**src/rtl/dhcp_lease_server_defines.svh**
```systemverilog
// Assertion macros for the DHCP lease server.
// Included by the top level; no other dependencies.
`ifndef DHCP_LEASE_SERVER_DEFINES_SVH
`define DHCP_LEASE_SERVER_DEFINES_SVH

`ifndef SYNTHESIS

// same-cycle implication, disabled in reset
`define DLS_ASSERT_IMP(label, clk, rst_n, ante, cons) \
    label: assert property (@(posedge clk) disable iff (!rst_n) (ante) |-> (cons)) \
        else $error("dhcp_lease_server: check failed");

// next-cycle implication, disabled in reset
`define DLS_ASSERT_NEXT(label, clk, rst_n, ante, cons) \
    label: assert property (@(posedge clk) disable iff (!rst_n) (ante) |=> (cons)) \
        else $error("dhcp_lease_server: check failed");

`else

`define DLS_ASSERT_IMP(label, clk, rst_n, ante, cons)
`define DLS_ASSERT_NEXT(label, clk, rst_n, ante, cons)

`endif

`endif

```
**src/rtl/dls_pkg.sv**
```systemverilog
// Shared constants for the DHCP lease server: register indexes, message
// codes, reply kinds, timing constants. No dependencies.
`timescale 1ns / 1ps

package dls_pkg;

    // pool geometry
    localparam int DEFAULT_POOL_SIZE = 8;

    // register reset values
    localparam logic [31:0] SRV_ADDR_RESET  = 32'hC0A8_0101;
    localparam logic [7:0]  POOL_BASE_RESET = 8'd16;

    // configuration register indexes
    localparam logic [1:0] CFG_SRV_ADDR  = 2'd0;
    localparam logic [1:0] CFG_NETMASK   = 2'd1;
    localparam logic [1:0] CFG_POOL_BASE = 2'd2;

    // option status codes
    localparam logic [1:0] STAT_ABSENT = 2'd0;
    localparam logic [1:0] STAT_GOOD   = 2'd1;

    // DHCP message types
    localparam logic [7:0] TYPE_DISCOVER = 8'd1;
    localparam logic [7:0] TYPE_REQUEST  = 8'd3;
    localparam logic [7:0] TYPE_DECLINE  = 8'd4;
    localparam logic [7:0] TYPE_RELEASE  = 8'd7;

    // reply kinds
    localparam logic [1:0] KIND_OFFER = 2'd0;
    localparam logic [1:0] KIND_ACK   = 2'd1;
    localparam logic [1:0] KIND_NAK   = 2'd2;

    // hold times in ms
    localparam logic [31:0] OFFER_HOLD_MS = 32'd60000;
    localparam logic [31:0] LEASE_HOLD_MS = 32'd86400000;

    // owner marking a declined address
    localparam logic [47:0] MAC_DECLINED = 48'hFFFF_FFFF_FFFF;

endpackage

```
**src/rtl/dhcp_lease_server.sv**
```systemverilog
// DHCP lease server top level: request checks, lease scan and allocation.
// Depends on dls_pkg, dls_ram and dhcp_lease_server_defines.svh.
//
//   channel   direction  handshake                  word
//   request   in         start, busy                one pre-parsed DHCP request
//   reply     out        reply_valid (strobe)       offer / ack / nak
//   config    in         cfg_valid, cfg_ready       register index + data
//
// A request stays busy through a check state, the lease scan (one slot per
// cycle through the single read port of the lease RAM) and an update state.
// Any reply strobe follows in the cycle after the update state. A dropped
// request is busy for the check state only. Reset clears the per-slot live
// bits at once, so no clearing pass is needed. The reply cannot be stalled.
`timescale 1ns / 1ps
`include "dhcp_lease_server_defines.svh"

module dhcp_lease_server #(
    parameter int POOL_SIZE = dls_pkg::DEFAULT_POOL_SIZE
) (
    input  logic        clk,
    input  logic        rst_n,
    // request
    input  logic        start,
    output logic        busy,
    input  logic        header_ok,
    input  logic [31:0] now_ms,
    input  logic [47:0] client_mac,
    input  logic [1:0]  type_status,
    input  logic [7:0]  type_value,
    input  logic [1:0]  server_id_status,
    input  logic [31:0] server_id,
    input  logic [1:0]  requested_status,
    input  logic [31:0] requested_addr,
    input  logic [31:0] client_addr,
    input  logic [31:0] transaction_id,
    // reply
    output logic        reply_valid,
    output logic [1:0]  reply_kind,
    output logic [31:0] reply_xid,
    output logic [47:0] reply_mac,
    output logic [31:0] your_addr,
    // configuration
    input  logic        cfg_valid,
    output logic        cfg_ready,
    input  logic [1:0]  cfg_index,
    input  logic [31:0] cfg_data
);

    import dls_pkg::*;

    localparam int IDX_W = (POOL_SIZE > 1) ? $clog2(POOL_SIZE) : 1;
    localparam int CNT_W = $clog2(POOL_SIZE + 1);
    localparam int ENT_W = 48 + 32;

    typedef enum logic [1:0] {
        S_IDLE,
        S_CHECK,
        S_SCAN,
        S_ACT
    } state_t;

    state_t state_reg, state_next;

    // configuration
    logic [31:0] srv_addr_reg, srv_addr_next;
    logic [7:0]  pool_base_reg, pool_base_next;

    // latched request
    logic        header_ok_reg, header_ok_next;
    logic [31:0] now_reg, now_next;
    logic [47:0] mac_reg, mac_next;
    logic [1:0]  tstat_reg, tstat_next;
    logic [7:0]  tval_reg, tval_next;
    logic [1:0]  sstat_reg, sstat_next;
    logic [31:0] sid_reg, sid_next;
    logic [1:0]  rstat_reg, rstat_next;
    logic [31:0] raddr_reg, raddr_next;
    logic [31:0] caddr_reg, caddr_next;
    logic [31:0] xid_reg, xid_next;

    // scan bookkeeping
    logic [CNT_W-1:0]     scan_idx_reg, scan_idx_next;
    logic                 eval_vld_reg, eval_vld_next;
    logic [IDX_W-1:0]     eval_idx_reg, eval_idx_next;
    logic                 slot_hit_reg, slot_hit_next;
    logic [IDX_W-1:0]     slot_idx_reg, slot_idx_next;
    logic                 free_hit_reg, free_hit_next;
    logic [IDX_W-1:0]     free_idx_reg, free_idx_next;
    logic                 want_ok_reg, want_ok_next;
    logic [IDX_W-1:0]     wanted_idx_reg, wanted_idx_next;
    logic [POOL_SIZE-1:0] live_reg, live_next;

    // reply
    logic        reply_valid_reg, reply_valid_next;
    logic [1:0]  reply_kind_reg, reply_kind_next;
    logic [31:0] reply_xid_reg, reply_xid_next;
    logic [47:0] reply_mac_reg, reply_mac_next;
    logic [31:0] your_addr_reg, your_addr_next;

    // lease RAM: {owner, expiry}
    logic             ram_we;
    logic [IDX_W-1:0] ram_waddr;
    logic [ENT_W-1:0] ram_wdata;
    logic [ENT_W-1:0] ram_rdata;
    logic [47:0]      owner_q;
    logic [31:0]      expiry_q;

    // combinational helpers
    logic             drop;
    logic [31:0]      req_addr;
    logic [8:0]       want_diff;
    logic             want_init;
    logic [31:0]      age;
    logic             live_now;
    logic             live_after;
    logic             mine;
    logic [31:0]      expiry_new;
    logic [IDX_W-1:0] act_slot;
    logic [31:0]      act_addr;

    dls_ram #(
        .WIDTH (ENT_W),
        .DEPTH (POOL_SIZE),
        .ADDR_W(IDX_W)
    ) u_lease_ram (
        .clk  (clk),
        .we   (ram_we),
        .waddr(ram_waddr),
        .wdata(ram_wdata),
        .raddr(scan_idx_reg[IDX_W-1:0]),
        .rdata(ram_rdata)
    );

    assign owner_q  = ram_rdata[ENT_W-1:32];
    assign expiry_q = ram_rdata[31:0];

    // request filter
    assign drop = !header_ok_reg || (mac_reg == 48'd0) || (tstat_reg != STAT_GOOD)
                  || (sstat_reg != STAT_ABSENT && sstat_reg != STAT_GOOD)
                  || (sstat_reg == STAT_GOOD && sid_reg != srv_addr_reg)
                  || (rstat_reg != STAT_ABSENT && rstat_reg != STAT_GOOD);

    // requested address and its pool slot
    assign req_addr  = (rstat_reg == STAT_GOOD) ? raddr_reg : caddr_reg;
    assign want_diff = {1'b0, req_addr[7:0]} - {1'b0, pool_base_reg};
    assign want_init = (req_addr[31:8] == srv_addr_reg[31:8]) && !want_diff[8]
                       && (want_diff[7:0] < 8'(POOL_SIZE));

    // expiry test on the slot read back this cycle
    assign age        = now_reg - expiry_q;
    assign live_now   = live_reg[eval_idx_reg];
    assign live_after = live_now && age[31];
    assign mine       = live_after && (owner_q == mac_reg);

    // new expiry: one adder shared by all writes
    assign expiry_new = now_reg + ((tval_reg == TYPE_REQUEST) ? LEASE_HOLD_MS : OFFER_HOLD_MS);

    // slot acted on in the update cycle
    always_comb
    begin
        priority if (tval_reg == TYPE_DISCOVER)
        begin
            act_slot = slot_hit_reg ? slot_idx_reg : free_idx_reg;
        end
        else if (tval_reg == TYPE_REQUEST)
        begin
            act_slot = wanted_idx_reg;
        end
        else
        begin
            act_slot = slot_idx_reg;
        end
    end

    assign act_addr = {srv_addr_reg[31:8], pool_base_reg + 8'(act_slot)};

    // next-state and datapath
    always_comb
    begin
        state_next       = state_reg;
        srv_addr_next    = srv_addr_reg;
        pool_base_next   = pool_base_reg;
        header_ok_next   = header_ok_reg;
        now_next         = now_reg;
        mac_next         = mac_reg;
        tstat_next       = tstat_reg;
        tval_next        = tval_reg;
        sstat_next       = sstat_reg;
        sid_next         = sid_reg;
        rstat_next       = rstat_reg;
        raddr_next       = raddr_reg;
        caddr_next       = caddr_reg;
        xid_next         = xid_reg;
        scan_idx_next    = scan_idx_reg;
        eval_vld_next    = eval_vld_reg;
        eval_idx_next    = eval_idx_reg;
        slot_hit_next    = slot_hit_reg;
        slot_idx_next    = slot_idx_reg;
        free_hit_next    = free_hit_reg;
        free_idx_next    = free_idx_reg;
        want_ok_next     = want_ok_reg;
        wanted_idx_next  = wanted_idx_reg;
        live_next        = live_reg;
        reply_valid_next = 1'b0;
        reply_kind_next  = reply_kind_reg;
        reply_xid_next   = reply_xid_reg;
        reply_mac_next   = reply_mac_reg;
        your_addr_next   = your_addr_reg;
        ram_we           = 1'b0;
        ram_waddr        = act_slot;
        ram_wdata        = {mac_reg, expiry_new};

        // configuration writes; the netmask reaches no output
        if (cfg_valid)
        begin
            unique case (cfg_index)
                CFG_SRV_ADDR:  srv_addr_next = cfg_data;
                CFG_NETMASK:   ;
                CFG_POOL_BASE: pool_base_next = cfg_data[7:0];
                default:       ;
            endcase
        end

        unique case (state_reg)
            S_IDLE:
            begin
                if (start)
                begin
                    header_ok_next = header_ok;
                    now_next       = now_ms;
                    mac_next       = client_mac;
                    tstat_next     = type_status;
                    tval_next      = type_value;
                    sstat_next     = server_id_status;
                    sid_next       = server_id;
                    rstat_next     = requested_status;
                    raddr_next     = requested_addr;
                    caddr_next     = client_addr;
                    xid_next       = transaction_id;
                    state_next     = S_CHECK;
                end
            end

            S_CHECK:
            begin
                if (drop)
                begin
                    state_next = S_IDLE;
                end
                else
                begin
                    want_ok_next    = want_init;
                    wanted_idx_next = want_diff[IDX_W-1:0];
                    scan_idx_next   = '0;
                    eval_vld_next   = 1'b0;
                    slot_hit_next   = 1'b0;
                    free_hit_next   = 1'b0;
                    state_next      = S_SCAN;
                end
            end

            S_SCAN:
            begin
                // issue the next read while judging the previous one
                if (scan_idx_reg != CNT_W'(POOL_SIZE))
                begin
                    scan_idx_next = scan_idx_reg + 1'b1;
                end
                eval_vld_next = (scan_idx_reg != CNT_W'(POOL_SIZE));
                eval_idx_next = scan_idx_reg[IDX_W-1:0];

                if (eval_vld_reg)
                begin
                    if (live_now && !age[31])
                    begin
                        live_next[eval_idx_reg] = 1'b0;
                    end
                    if (mine)
                    begin
                        slot_hit_next = 1'b1;
                        slot_idx_next = eval_idx_reg;
                    end
                    if (!live_after && !free_hit_reg)
                    begin
                        free_hit_next = 1'b1;
                        free_idx_next = eval_idx_reg;
                    end
                    // requested slot held by another client
                    if (eval_idx_reg == wanted_idx_reg && live_after && !mine)
                    begin
                        want_ok_next = 1'b0;
                    end
                    if (eval_idx_reg == IDX_W'(POOL_SIZE - 1))
                    begin
                        state_next = S_ACT;
                    end
                end
            end

            S_ACT:
            begin
                reply_xid_next = xid_reg;
                reply_mac_next = mac_reg;
                state_next     = S_IDLE;
                priority if (tval_reg == TYPE_RELEASE)
                begin
                    if (slot_hit_reg)
                    begin
                        live_next[slot_idx_reg] = 1'b0;
                    end
                end
                else if (tval_reg == TYPE_DECLINE)
                begin
                    if (slot_hit_reg)
                    begin
                        ram_we    = 1'b1;
                        ram_wdata = {MAC_DECLINED, expiry_new};
                    end
                end
                else if (tval_reg == TYPE_DISCOVER)
                begin
                    if (slot_hit_reg || free_hit_reg)
                    begin
                        ram_we              = 1'b1;
                        live_next[act_slot] = 1'b1;
                        reply_valid_next    = 1'b1;
                        reply_kind_next     = KIND_OFFER;
                        your_addr_next      = act_addr;
                    end
                end
                else if (tval_reg == TYPE_REQUEST)
                begin
                    reply_valid_next = 1'b1;
                    if (want_ok_reg)
                    begin
                        ram_we              = 1'b1;
                        live_next[act_slot] = 1'b1;
                        reply_kind_next     = KIND_ACK;
                        your_addr_next      = act_addr;
                    end
                    else
                    begin
                        reply_kind_next = KIND_NAK;
                        your_addr_next  = '0;
                    end
                end
                else
                begin
                    // unknown message type: expiry only, no reply
                end
            end
        endcase
    end

    // state and registered outputs
    always_ff @(posedge clk or negedge rst_n)
    begin
        if (!rst_n)
        begin
            state_reg       <= S_IDLE;
            srv_addr_reg    <= SRV_ADDR_RESET;
            pool_base_reg   <= POOL_BASE_RESET;
            header_ok_reg   <= 1'b0;
            now_reg         <= '0;
            mac_reg         <= '0;
            tstat_reg       <= '0;
            tval_reg        <= '0;
            sstat_reg       <= '0;
            sid_reg         <= '0;
            rstat_reg       <= '0;
            raddr_reg       <= '0;
            caddr_reg       <= '0;
            xid_reg         <= '0;
            scan_idx_reg    <= '0;
            eval_vld_reg    <= 1'b0;
            eval_idx_reg    <= '0;
            slot_hit_reg    <= 1'b0;
            slot_idx_reg    <= '0;
            free_hit_reg    <= 1'b0;
            free_idx_reg    <= '0;
            want_ok_reg     <= 1'b0;
            wanted_idx_reg  <= '0;
            live_reg        <= '0;
            reply_valid_reg <= 1'b0;
            reply_kind_reg  <= '0;
            reply_xid_reg   <= '0;
            reply_mac_reg   <= '0;
            your_addr_reg   <= '0;
        end
        else
        begin
            state_reg       <= state_next;
            srv_addr_reg    <= srv_addr_next;
            pool_base_reg   <= pool_base_next;
            header_ok_reg   <= header_ok_next;
            now_reg         <= now_next;
            mac_reg         <= mac_next;
            tstat_reg       <= tstat_next;
            tval_reg        <= tval_next;
            sstat_reg       <= sstat_next;
            sid_reg         <= sid_next;
            rstat_reg       <= rstat_next;
            raddr_reg       <= raddr_next;
            caddr_reg       <= caddr_next;
            xid_reg         <= xid_next;
            scan_idx_reg    <= scan_idx_next;
            eval_vld_reg    <= eval_vld_next;
            eval_idx_reg    <= eval_idx_next;
            slot_hit_reg    <= slot_hit_next;
            slot_idx_reg    <= slot_idx_next;
            free_hit_reg    <= free_hit_next;
            free_idx_reg    <= free_idx_next;
            want_ok_reg     <= want_ok_next;
            wanted_idx_reg  <= wanted_idx_next;
            live_reg        <= live_next;
            reply_valid_reg <= reply_valid_next;
            reply_kind_reg  <= reply_kind_next;
            reply_xid_reg   <= reply_xid_next;
            reply_mac_reg   <= reply_mac_next;
            your_addr_reg   <= your_addr_next;
        end
    end

    // port drive
    assign busy        = (state_reg != S_IDLE);
    assign cfg_ready   = 1'b1;
    assign reply_valid = reply_valid_reg;
    assign reply_kind  = reply_kind_reg;
    assign reply_xid   = reply_xid_reg;
    assign reply_mac   = reply_mac_reg;
    assign your_addr   = your_addr_reg;

    // checks
    `DLS_ASSERT_IMP(a_reply_after_update, clk, rst_n, reply_valid_reg, $past(state_reg) == S_ACT)
    `DLS_ASSERT_IMP(a_nak_no_addr, clk, rst_n, reply_valid_reg && reply_kind_reg == KIND_NAK, your_addr_reg == 32'd0)
    `DLS_ASSERT_NEXT(a_accept_goes_busy, clk, rst_n, start && !busy, busy)
    `DLS_ASSERT_IMP(a_live_change_in_work, clk, rst_n, !$stable(live_reg), $past(state_reg == S_SCAN || state_reg == S_ACT))

endmodule

```
**src/rtl/dls_ram.sv**
```systemverilog
// Generic simple dual-port RAM: one write port, one registered read port.
// No dependencies.
`timescale 1ns / 1ps

module dls_ram #(
    parameter int WIDTH  = 8,
    parameter int DEPTH  = 8,
    parameter int ADDR_W = (DEPTH > 1) ? $clog2(DEPTH) : 1
) (
    input  logic              clk,
    input  logic              we,
    input  logic [ADDR_W-1:0] waddr,
    input  logic [WIDTH-1:0]  wdata,
    input  logic [ADDR_W-1:0] raddr,
    output logic [WIDTH-1:0]  rdata
);

    logic [WIDTH-1:0] mem [DEPTH];

    // write port and registered read
    always_ff @(posedge clk)
    begin
        if (we)
        begin
            mem[waddr] <= wdata;
        end
        rdata <= mem[raddr];
    end

endmodule

```
**config.mk**
```make
export PLATFORM = sky130hd
export DESIGN_NAME = dhcp_lease_server
export DESIGN_NICKNAME = d
export VERILOG_FILES = /design/src/rtl/dls_pkg.sv /design/src/rtl/dhcp_lease_server.sv /design/src/rtl/dls_ram.sv
export VERILOG_INCLUDE_DIRS = /design/src /design/src/rtl
export SDC_FILE = /design/constraint.sdc
export NUM_CORES = 1
export LEC_CHECK = 0
export BUFFER_PORTS_ARGS = -buffer_cell sky130_fd_sc_hd__clkbuf_2
export CAP_MARGIN = 10
export CORE_UTILIZATION = 50
export DETAILED_ROUTE_END_ITERATION = 16
export GPL_TIMING_DRIVEN = 0
export HOLD_SLACK_MARGIN = 0.06
export PLACE_DENSITY = 0.75
export SYNTH_ARGS = -nofsm -noshare
export SYNTH_HDL_FRONTEND = slang
export SYNTH_SLANG_ARGS = --single-unit
```
**constraint.sdc**
```tcl
create_clock -name clk -period 7.8 [get_ports clk]
set_input_delay 0.78 -clock clk [delete_from_list [all_inputs] [get_ports clk]]
set_output_delay 0.78 -clock clk [all_outputs]
set_load 0.005 [all_outputs]
```
* Word level (Yosys, flattened, before mapping)
Memory sizes are Yosys's and may differ from the RTL's. A register that Yosys moved wholly into a read port is not among the register bits. Index checks and enable logic that the tools add are counted.
Word-level totals: flip-flop bits (word level) 408, RAM bits 640, input bits 261, output and inout bits 117, word-level logic and storage cells 203, memories kept 1
Cells by class: add/sub/neg operators 5, $lt $le $gt $ge 7, equal/unequal tests 34, muxes and demuxes 70, bitwise logic cells 8, reductions and logical operators 49
Memories:
- u_lease_ram.mem | depth 8, width 80, rd ports 1, clocked after memory_dff 1, write ports 1, line dls_ram.sv:18 | logic [WIDTH-1:0] mem [DEPTH];
Operators by type and width (number):
- $mux 80 | 4
- $mux 32 | 5
- $mux 8 | 9
- $eq 48x48->1 | 1
- $logic_not 48->1 | 1
- $add 32x27->32 | 1
- $ne 32x32->1 | 1
- $sub 32x32->32 | 1
- $mux 1 | 27
- $mux 27 | 1
- $eq 24x24->1 | 1
- $ne 2x2->1 const B | 9
- $and 8x8->8 | 2
- $eq 8x3->1 const B | 2
- $mux 2 | 8
- $ne 4x4->1 const B | 4
- $not 8->8 | 2
- $pmux 8 s2 | 1
- $logic_and 1x1->1 | 14
- $lt 3x4->1 const B | 3
- $reduce_and 3->1 | 4
- $reduce_and 4->1 | 3
- $reduce_bool 2->1 | 6
- $reduce_and 2->1 | 5
- 27 further kinds | 58

* Depth between registers and ports, before layout
Gate-level depths: netlist of the first run.
depth after elaboration 14, depth in mapped cells 16, depth with buffers taken out 16

* Cells and area by module
From an unflattened synthesis of the first run, not the netlist that was laid out.
Unflattened totals: cells, all modules 2779, area, all modules 45358.5 µm²
By module, submodules not included:
- dls_ram | times used 1, cells an instance 1018, area an instance 25654.6 µm², seq. area each 20820.0 µm²
- dhcp_lease_server | times used 1, cells an instance 1761, area an instance 19703.9 µm², seq. area each 10219.8 µm²

* Worst setup path before layout of the first run
No wires, ideal clock.
kind register -> register, start register tval_reg[3], end memory u_lease_ram.mem[4][0] in the netlist's numbering, enable pin, setup time 0.519 ns, arrival 5.309 ns, data required time 7.281 ns, slack 1.972 ns, cell stages (with the launch flop) 9, path buffers 0, clock period less this slack 5.828 ns, path through dfrtp_1 or4_4 nor2_2 nand2_2 nor2_1 nand3_1 nor2_1 o21ai_0 nor2_1
On the way: word-level cells in the longest chain between the ends 8, elaborated cells between the ends (all ways) 13, those cells by class eq/ne: 4; mux: 9
RTL lines:
- from (decl) | line dhcp_lease_server.sv:73 | logic [7:0] tval_reg, tval_next;
- from (signal assigned) | line dhcp_lease_server.sv:399 | tval_reg <= tval_next;
- $eq 8x2->1 | line dhcp_lease_server.sv:165, dhcp_lease_server.sv:331
- $mux 1 | line dhcp_lease_server.sv:331 | else if (tval_reg == TYPE_REQUEST)
- $mux 1 | line dhcp_lease_server.sv:320 | else if (tval_reg == TYPE_DISCOVER)
- $mux 1 | line dhcp_lease_server.sv:312 | else if (tval_reg == TYPE_DECLINE)
- $mux 1 | line dhcp_lease_server.sv:305 | priority if (tval_reg == TYPE_RELEASE)
- $mux 1 | line dhcp_lease_server.sv:224 | unique case (state_reg)
- $mux 1 | line dls_ram.sv:23 | if (we)
- $mux 1 (not written as such) | line dls_ram.sv:25 | mem[waddr] <= wdata;
- to (decl) | line dls_ram.sv:18
Parallel ways exist; a longest one is shown, timed or not.

* Worst setup path after layout of the first run
start register tval_reg[3], end memory u_lease_ram.mem[4][29] in the netlist's numbering, data pin
On the way: word-level cells in the longest chain between the ends 7, elaborated cells between the ends (all ways) 9, those cells by class add/sub: 1; eq/ne: 3; mux: 5
RTL lines:
- $eq 8x2->1 (*) | line dhcp_lease_server.sv:156 | assign expiry_new = now_reg + ((tval_reg == TYPE_REQUEST) ? LEASE_HOLD_MS : OFFER_HOLD_MS);
- $mux 27 (*) | line dhcp_lease_server.sv:156
- $add 32x27->32 (*) | line dhcp_lease_server.sv:156
- net expiry_new[29] | line dhcp_lease_server.sv:117 | logic [31:0] expiry_new;
- $mux 80 | line dhcp_lease_server.sv:314 | if (slot_hit_reg)
- $mux 80 | line dhcp_lease_server.sv:312
- $mux 80 | line dhcp_lease_server.sv:305
- $mux 80 (*) | line dhcp_lease_server.sv:224
The timed path passes the listed nets; every way through them passes the cells marked *.

==> results of run 1 <==
worst max-delay path: stages, from the launching register on:
cell and delay [ps]:
dfrtp_1 370, or4_4 530, nor2_2 150, nand2_2 100, nor2_1 160, nand2_1 440, inv_1 560, ha_1 370
or4_1 560, o2111a_1 210, o211ai_1 210, nand2_1 110, o221ai_1 350, o21ba_2 260, nor2_1 60, xor2_1 510
per-stage QoR:
step	setup TNS, ps	worst slack [ps]
floorplan	0	1970
global placement	-2978940	-3630
detailed placement	0	2660
CTS	0	2550
global route	0	2370
finish	0	2510
cell type report:
class | count | area [um^2] | area share (%)
Timing Repair Buffer | 406 | 2550 | 4.81
Antenna cell | 10 | 25.0 | 0.0473
Clock inverter | 48 | 498 | 0.941
Buffer | 123 | 490 | 0.927
Tap cell | 1165 | 1460 | 2.76
Multi-Input combinational cell | 1557 | 13400 | 25.4
Inverter | 65 | 244 | 0.461
Clock buffer | 160 | 3190 | 6.02
Sequential cell | 1128 | 31000 | 58.7
cell usage in the layout, fill, tap and decap left out, types with 9 or more instances in the layout:
master     instances
dfrtp_1          400
inv_1             63
dfxtp_1           80
nor3_1             9
clkbuf_8          15
mux2i_1           28
nor4_1            29
mux2_2           274
nand4_1           28
nor2_1            33
buf_2             20
clkbuf_16        115
ha_1              55
clkbuf_1         110
buf_1             23
edfxtp_1         640
xnor2_1           90
o21ai_0           29
clkbuf_2         375
nand2_1          525
a21oi_1           28
clkinv_1          10
xor2_1            56
nand3_1           19
clkinv_2          14
diode_2           10
a22o_1            32
mux4_2           162
or2_2             52
buf_12            21
where the power goes:
part	switching, mW	leakage [nW]	internal, mW
clock network	2.28	1.78	3.08
logic	1.78	7.52	1.59
registers	0.501	11.5	7.11
layer usage:
metal | GRT usage, % | part of all wire [%]
met5 | 0 | 0.012
met4 | 7.54 | 2.7
met2 | 40.0 | 49
met1 | 33.1 | 41
met3 | 4.62 | 7.6
path summary, 6_finish.rpt:
check	cells after the start	to	startpoint
setup / recovery	15	u_lease_ram.mem[4][29]	tval_reg[3]
hold reg to reg	2	reply_xid[24]	xid_reg[24]
min in group clk	2	srv_addr_reg[24]	cfg_data[24]
hold / removal	1	caddr_reg[14]	rst_n
setup reg to reg	15	u_lease_ram.mem[4][29]	tval_reg[3]
max in group asynchronous	3	now_reg[30]	rst_n
kinds of logic (layout without fill, tap and decap cells):
logic type / after synthesis / in the layout / synth area share, %
fa+ha+maj: 58 / 58 / 1.66
flops: 1128 / 1128 / 68.8
buf+inv: 188 / 802 / 1.63
other cells: 1 / 11 / 0.00831
compound gates: 146 / 146 / 2.37
xor+xnor: 146 / 146 / 2.83
simple gates: 742 / 742 / 7.18
mux: 464 / 464 / 15.5
==> results_dict.tcl, run 1 <==
set metrics [dict create \
    cp-start-kind "flop" \
    ys_async_sr_fraction_pct 36.2 \
    ys.flop_type "edfxtp_1" \
    dpl.cell_count 4444 \
    top_regs "u_lease_ram.mem: 640 flops, u_lease_ram.rdata: 80 flops" \
    fin_worst_skew_ps 31.9 \
    grt_pass1_vias 26700 \
    fin_crit_sh_pct 67.9 \
    wire_per_inst_um 24.0 \
    slew_viol_final 0 \
    rrSetupSlack_ps 2510 \
    postCtsResizedCells 0 \
    crit_type "reg -> reg" \
    area_delta_synth_final_pct 17.2 \
    power_density_mw_per_mm2 309 \
    cts_setup_buffers 0 \
    core_area_mm2 0.0889 \
    layout_min_cycle_time_ps 5290 \
    setup_viol 0 \
    critPathMaxFanout 8 \
    die_x_um 302 \
    grt.total_usage_pct 24.4 \
    fp.dieH_um 302 \
    synthTopCellsByArea "edfxtp_1 (43%), dfrtp_1 (22%), mux4_2 (8.1%)" \
    die_area_mm2 0.0915 \
    drt_pass1_iterations 5 \
    regMostFlops "u_lease_ram.mem" \
    numCtsBuffers 111 \
    clkLatencyLatePin_ps 690 \
    routed_wirelength_um 112000 \
    yosysMostFrequentCell "edfxtp_1" \
    synth_edf_count 640 \
    io_pins 378 \
    h-tree-depth 3 \
    initial_core_util_pct 50.8 \
    ys_seq_area_share_pct 68.8 \
    ys_top_cells_by_count "edfxtp_1 (640), nand2_1 (525), dfrtp_1 (400)" \
    finalHoldViolations 0 \
    portBuffers 376 \
    cap_violations 0 \
    placed_area_mm2 0.0492 \
    timing.hold.ws_ps 162 \
    leakage_nw 20.8 \
    ys_seq_elements 1128 \
    synth_nets 3192 \
    drtAntennaViolNets 0 \
    hold_class "in -> async" \
    slew_headroom_pct 15.5 \
    outcome "finished clean" \
    tritoncts "built" \
    grt_max_degree 116 \
    yosysTopAreaCell "edfxtp_1" \
    finalNonFillerCells 4662 \
    synth_area_per_cell_um2 15.7 \
    grt_overflow 0 \
    fillers 6584 \
    via_count 26400 \
    cts_sinks 1128 \
    rows 109 \
    max_freq_mhz 189 \
    fin_area_mm2 0.0529 \
    worst_slew_pin_slew_ps 1250 \
    gp_congestion 0.866 \
    netlist_area_mm2 0.0451 \
    end_kind "flop" \
    syn_inst 2873 \
    drt_iter0_markers 2626 \
    ys_warn_count 0 \
    grt_setup_unrepaired "no" \
    drc 0 \
    synth_top_area_share_pct 42.6 \
    ys_types 71 \
    layout-drive-gt1-share_pct 32.0 \
    largest_reg_flops 640 \
    cts.clk_slew.worst_paths_ps 60 \
    dp_hpwl_um 75800 \
    final_nets 3711 \
    cts.root.buffer_cell "clkbuf_16" \
    viasPerCell 5.67 \
    antenna_found_initial 12 \
    cts.hold.buffers_added 0 \
    power.total_mw 16.3 \
    grt_pass1_wl_um 165000 \
    required_ps 8200 \
    cp_data_arrival_time_ps 5700 \
    final_util_pct 59.5 \
    vdd_ir_drop_max_v 0.000162 \
    clockBufferDepth 3 \
]
No activity file was read; power rests on OpenSTA's default activity.
==> run 2: changes to the inputs <==
--- a/config.mk
+++ b/config.mk
@@ -12,7 +12,7 @@
 export DETAILED_ROUTE_END_ITERATION = 16
 export GPL_TIMING_DRIVEN = 0
 export HOLD_SLACK_MARGIN = 0.06
-export PLACE_DENSITY = 0.75
+export PLACE_DENSITY = 0.77
 export SYNTH_ARGS = -nofsm -noshare
 export SYNTH_HDL_FRONTEND = slang
 export SYNTH_SLANG_ARGS = --single-unit
==> constraint.sdc (replaced) <==
create_clock -name clk -period 4.7 [get_ports clk]
set_input_delay 0.47 -clock clk [delete_from_list [all_inputs] [get_ports clk]]
set_output_delay 0.47 -clock clk [all_outputs]
set_load 0.005 [all_outputs]
==> run 2 against run 1 <==
Die area did not move. Power rose by 71%. Sequential share of layout area fell by 3.1 points. Clock skew rose by 25 ps. Wire length rose by 8.3%. Flip-flop and latch count did not move. Largest cell class unchanged. Largest power group unchanged.
==> results_dict.tcl, run 2 (synthesis results as in run 1) <==
set metrics [dict create \
    layout_min_cycle_time_ps 4530 \
    cp_data_arrival_time_ps 4970 \
    gr-usage-met2_pct 43.8 \
    grt_util_met1_pct 34.3 \
    tritoncts "built" \
    viasPerCell 5.73 \
    numCtsBuffers 110 \
    power_density_mw_per_mm2 501 \
    layout-drive-gt1-share_pct 30.7 \
    fin_tns_setup_ps 0 \
    setup_viol 0 \
    outcome "finished clean" \
    die_x_um 302 \
    cts_sinks 1128 \
    slew_headroom_pct 17.2 \
    final_cell_mix "edfxtp_1 (640), nand2_1 (524), dfrtp_1 (400)" \
    required_ps 5140 \
    hold_start "client_mac[6]" \
    drtAntennaViolNets 0 \
    grt_max_degree 109 \
    drt_pass1_iterations 6 \
    dp_hpwl_um 77300 \
    largest_reg_flops 640 \
    fin_worst_skew_ps 57.4 \
    routed_wirelength_um 121000 \
    rows 109 \
    final_common_cell "edfxtp_1" \
    grt.total_usage_pct 26.4 \
    fp.dieH_um 302 \
    gp_congestion 0.879 \
    via_count 28200 \
    timing.hold.ws_ps 85.6 \
    grt_setup_unrepaired "no" \
    wire_per_inst_um 24.6 \
    die_area_mm2 0.0915 \
    clockBufferDepth 3 \
    initial_core_util_pct 50.8 \
    drt_iter0_markers 2789 \
    core_area_mm2 0.0889 \
    finalHoldViolations 0 \
    hold_class "in -> reg" \
    drc 0 \
    end_kind "flop" \
    clkLatencyLatePin_ps 720 \
    met3_usage_pct 5.01 \
    cts.clk_slew.worst_paths_ps 60 \
    critPathMaxFanout 8 \
    h-tree-depth 3 \
    fillers 6135 \
    grt_overflow 0 \
    max_freq_mhz 221 \
    regMostFlops "u_lease_ram.mem" \
    grt.busiest_layer "met2" \
    cap_violations 0 \
    cp-start-kind "flop" \
    final_nets 3969 \
    io_pins 378 \
    worst_slew_pin_slew_ps 1240 \
    portBuffers 376 \
    vdd_ir_drop_max_v 0.000372 \
    crit_type "reg -> reg" \
    cts.root.buffer_cell "clkbuf_16" \
    antenna_found_initial 6 \
    crit_path_start "tval_reg[3]" \
    top_regs "u_lease_ram.mem: 640 flops, u_lease_ram.rdata: 80 flops" \
    leakage_nw 22.0 \
    grt_pass1_vias 29300 \
    area_delta_synth_final_pct 23.7 \
    fin_crit_sh_pct 96.5 \
    slew_viol_final 0 \
    r2r-start "tval_reg[3]" \
    grt_pass1_wl_um 178000 \
]
-- run 2: layout make-up --
class                   instances  area [um^2]  share of cell area (%)
plain buffers                 122          488                   0.874
repair buffers                666         5170                    9.26
well taps                    1165         1460                    2.61
multi-input cells            1557        13400                    24.1
inverters                      65          248                   0.444
flip-flops and latches       1128        31000                    55.6
clock inverters                54          749                    1.34
clock buffers                 155         3210                    5.75
diodes                         11         27.5                  0.0493
-- run 2: critical path, stage by stage, from the launching register on --
cell and delay (ps):
dfrtp_1 380, or4_4 560, nor2_4 170, nand2_2 110, nor2_1 180, nand2_2 240, clkinvlp_4 230, ha_1 300
or4_1 560, o2111a_1 200, o211ai_1 240, nand2_1 130, o221ai_1 320, o21ba_2 240, nor2_1 70, xor2_2 140
buf_4 170
-- run 2: path summary, 6_finish.rpt --
check | cells past startpoint | to | slack, ps
max in group asynchronous | 4 | reply_mac[24] | 3280
max | 16 | u_lease_ram.mem[2][29] | 170
min | 2 | mac_reg[6] | 90
max reg2reg | 16 | u_lease_ram.mem[2][29] | 170
min in group asynchronous | 2 | reply_xid[29] | 160
min reg2reg | 2 | reply_xid[3] | 460
-- run 2: timing repair --
item / CTS / global route
setup endpoints to repair: 40 / 105
endpoints found under the hold margin: 458 / 1
buffers inserted: 2 / 6
hold buffers: 248 / 1
gates resized for setup: 3 / 2
pin swaps: 0 / 3
-- run 2: power breakdown --
group / internal, mW / total (mW) / switching [mW] / leakage (nW)
registers: 11.8 / 12.7 / 0.893 / 11.5
logic: 2.77 / 5.85 / 3.08 / 8.62
clock network: 5.56 / 9.45 / 3.89 / 1.93
total: 20.1 / 28.0 / 7.86 / 22.0
-- run 2: metrics by stage --
step	setup slack [ps]	total power [mW]	utilization, %	area (um^2)	instances
floorplan	-1130	16.4	-	45100	2873
global placement	-6450	18.2	54.5	48500	4414
detailed placement	-304	18.4	55.4	49300	4447
CTS	14.3	28.0	62.7	55700	4906
global route	51.8	29.0	62.8	55800	4916
finish	166	28.0	62.8	55800	4923
-- run 2: metal layers --
metal  vias up  wire length (um)
met5         -                 0
met4         0              4620
met3       285              9380
met2      1356             60000
met1     14400             47100
li1      12100                 -
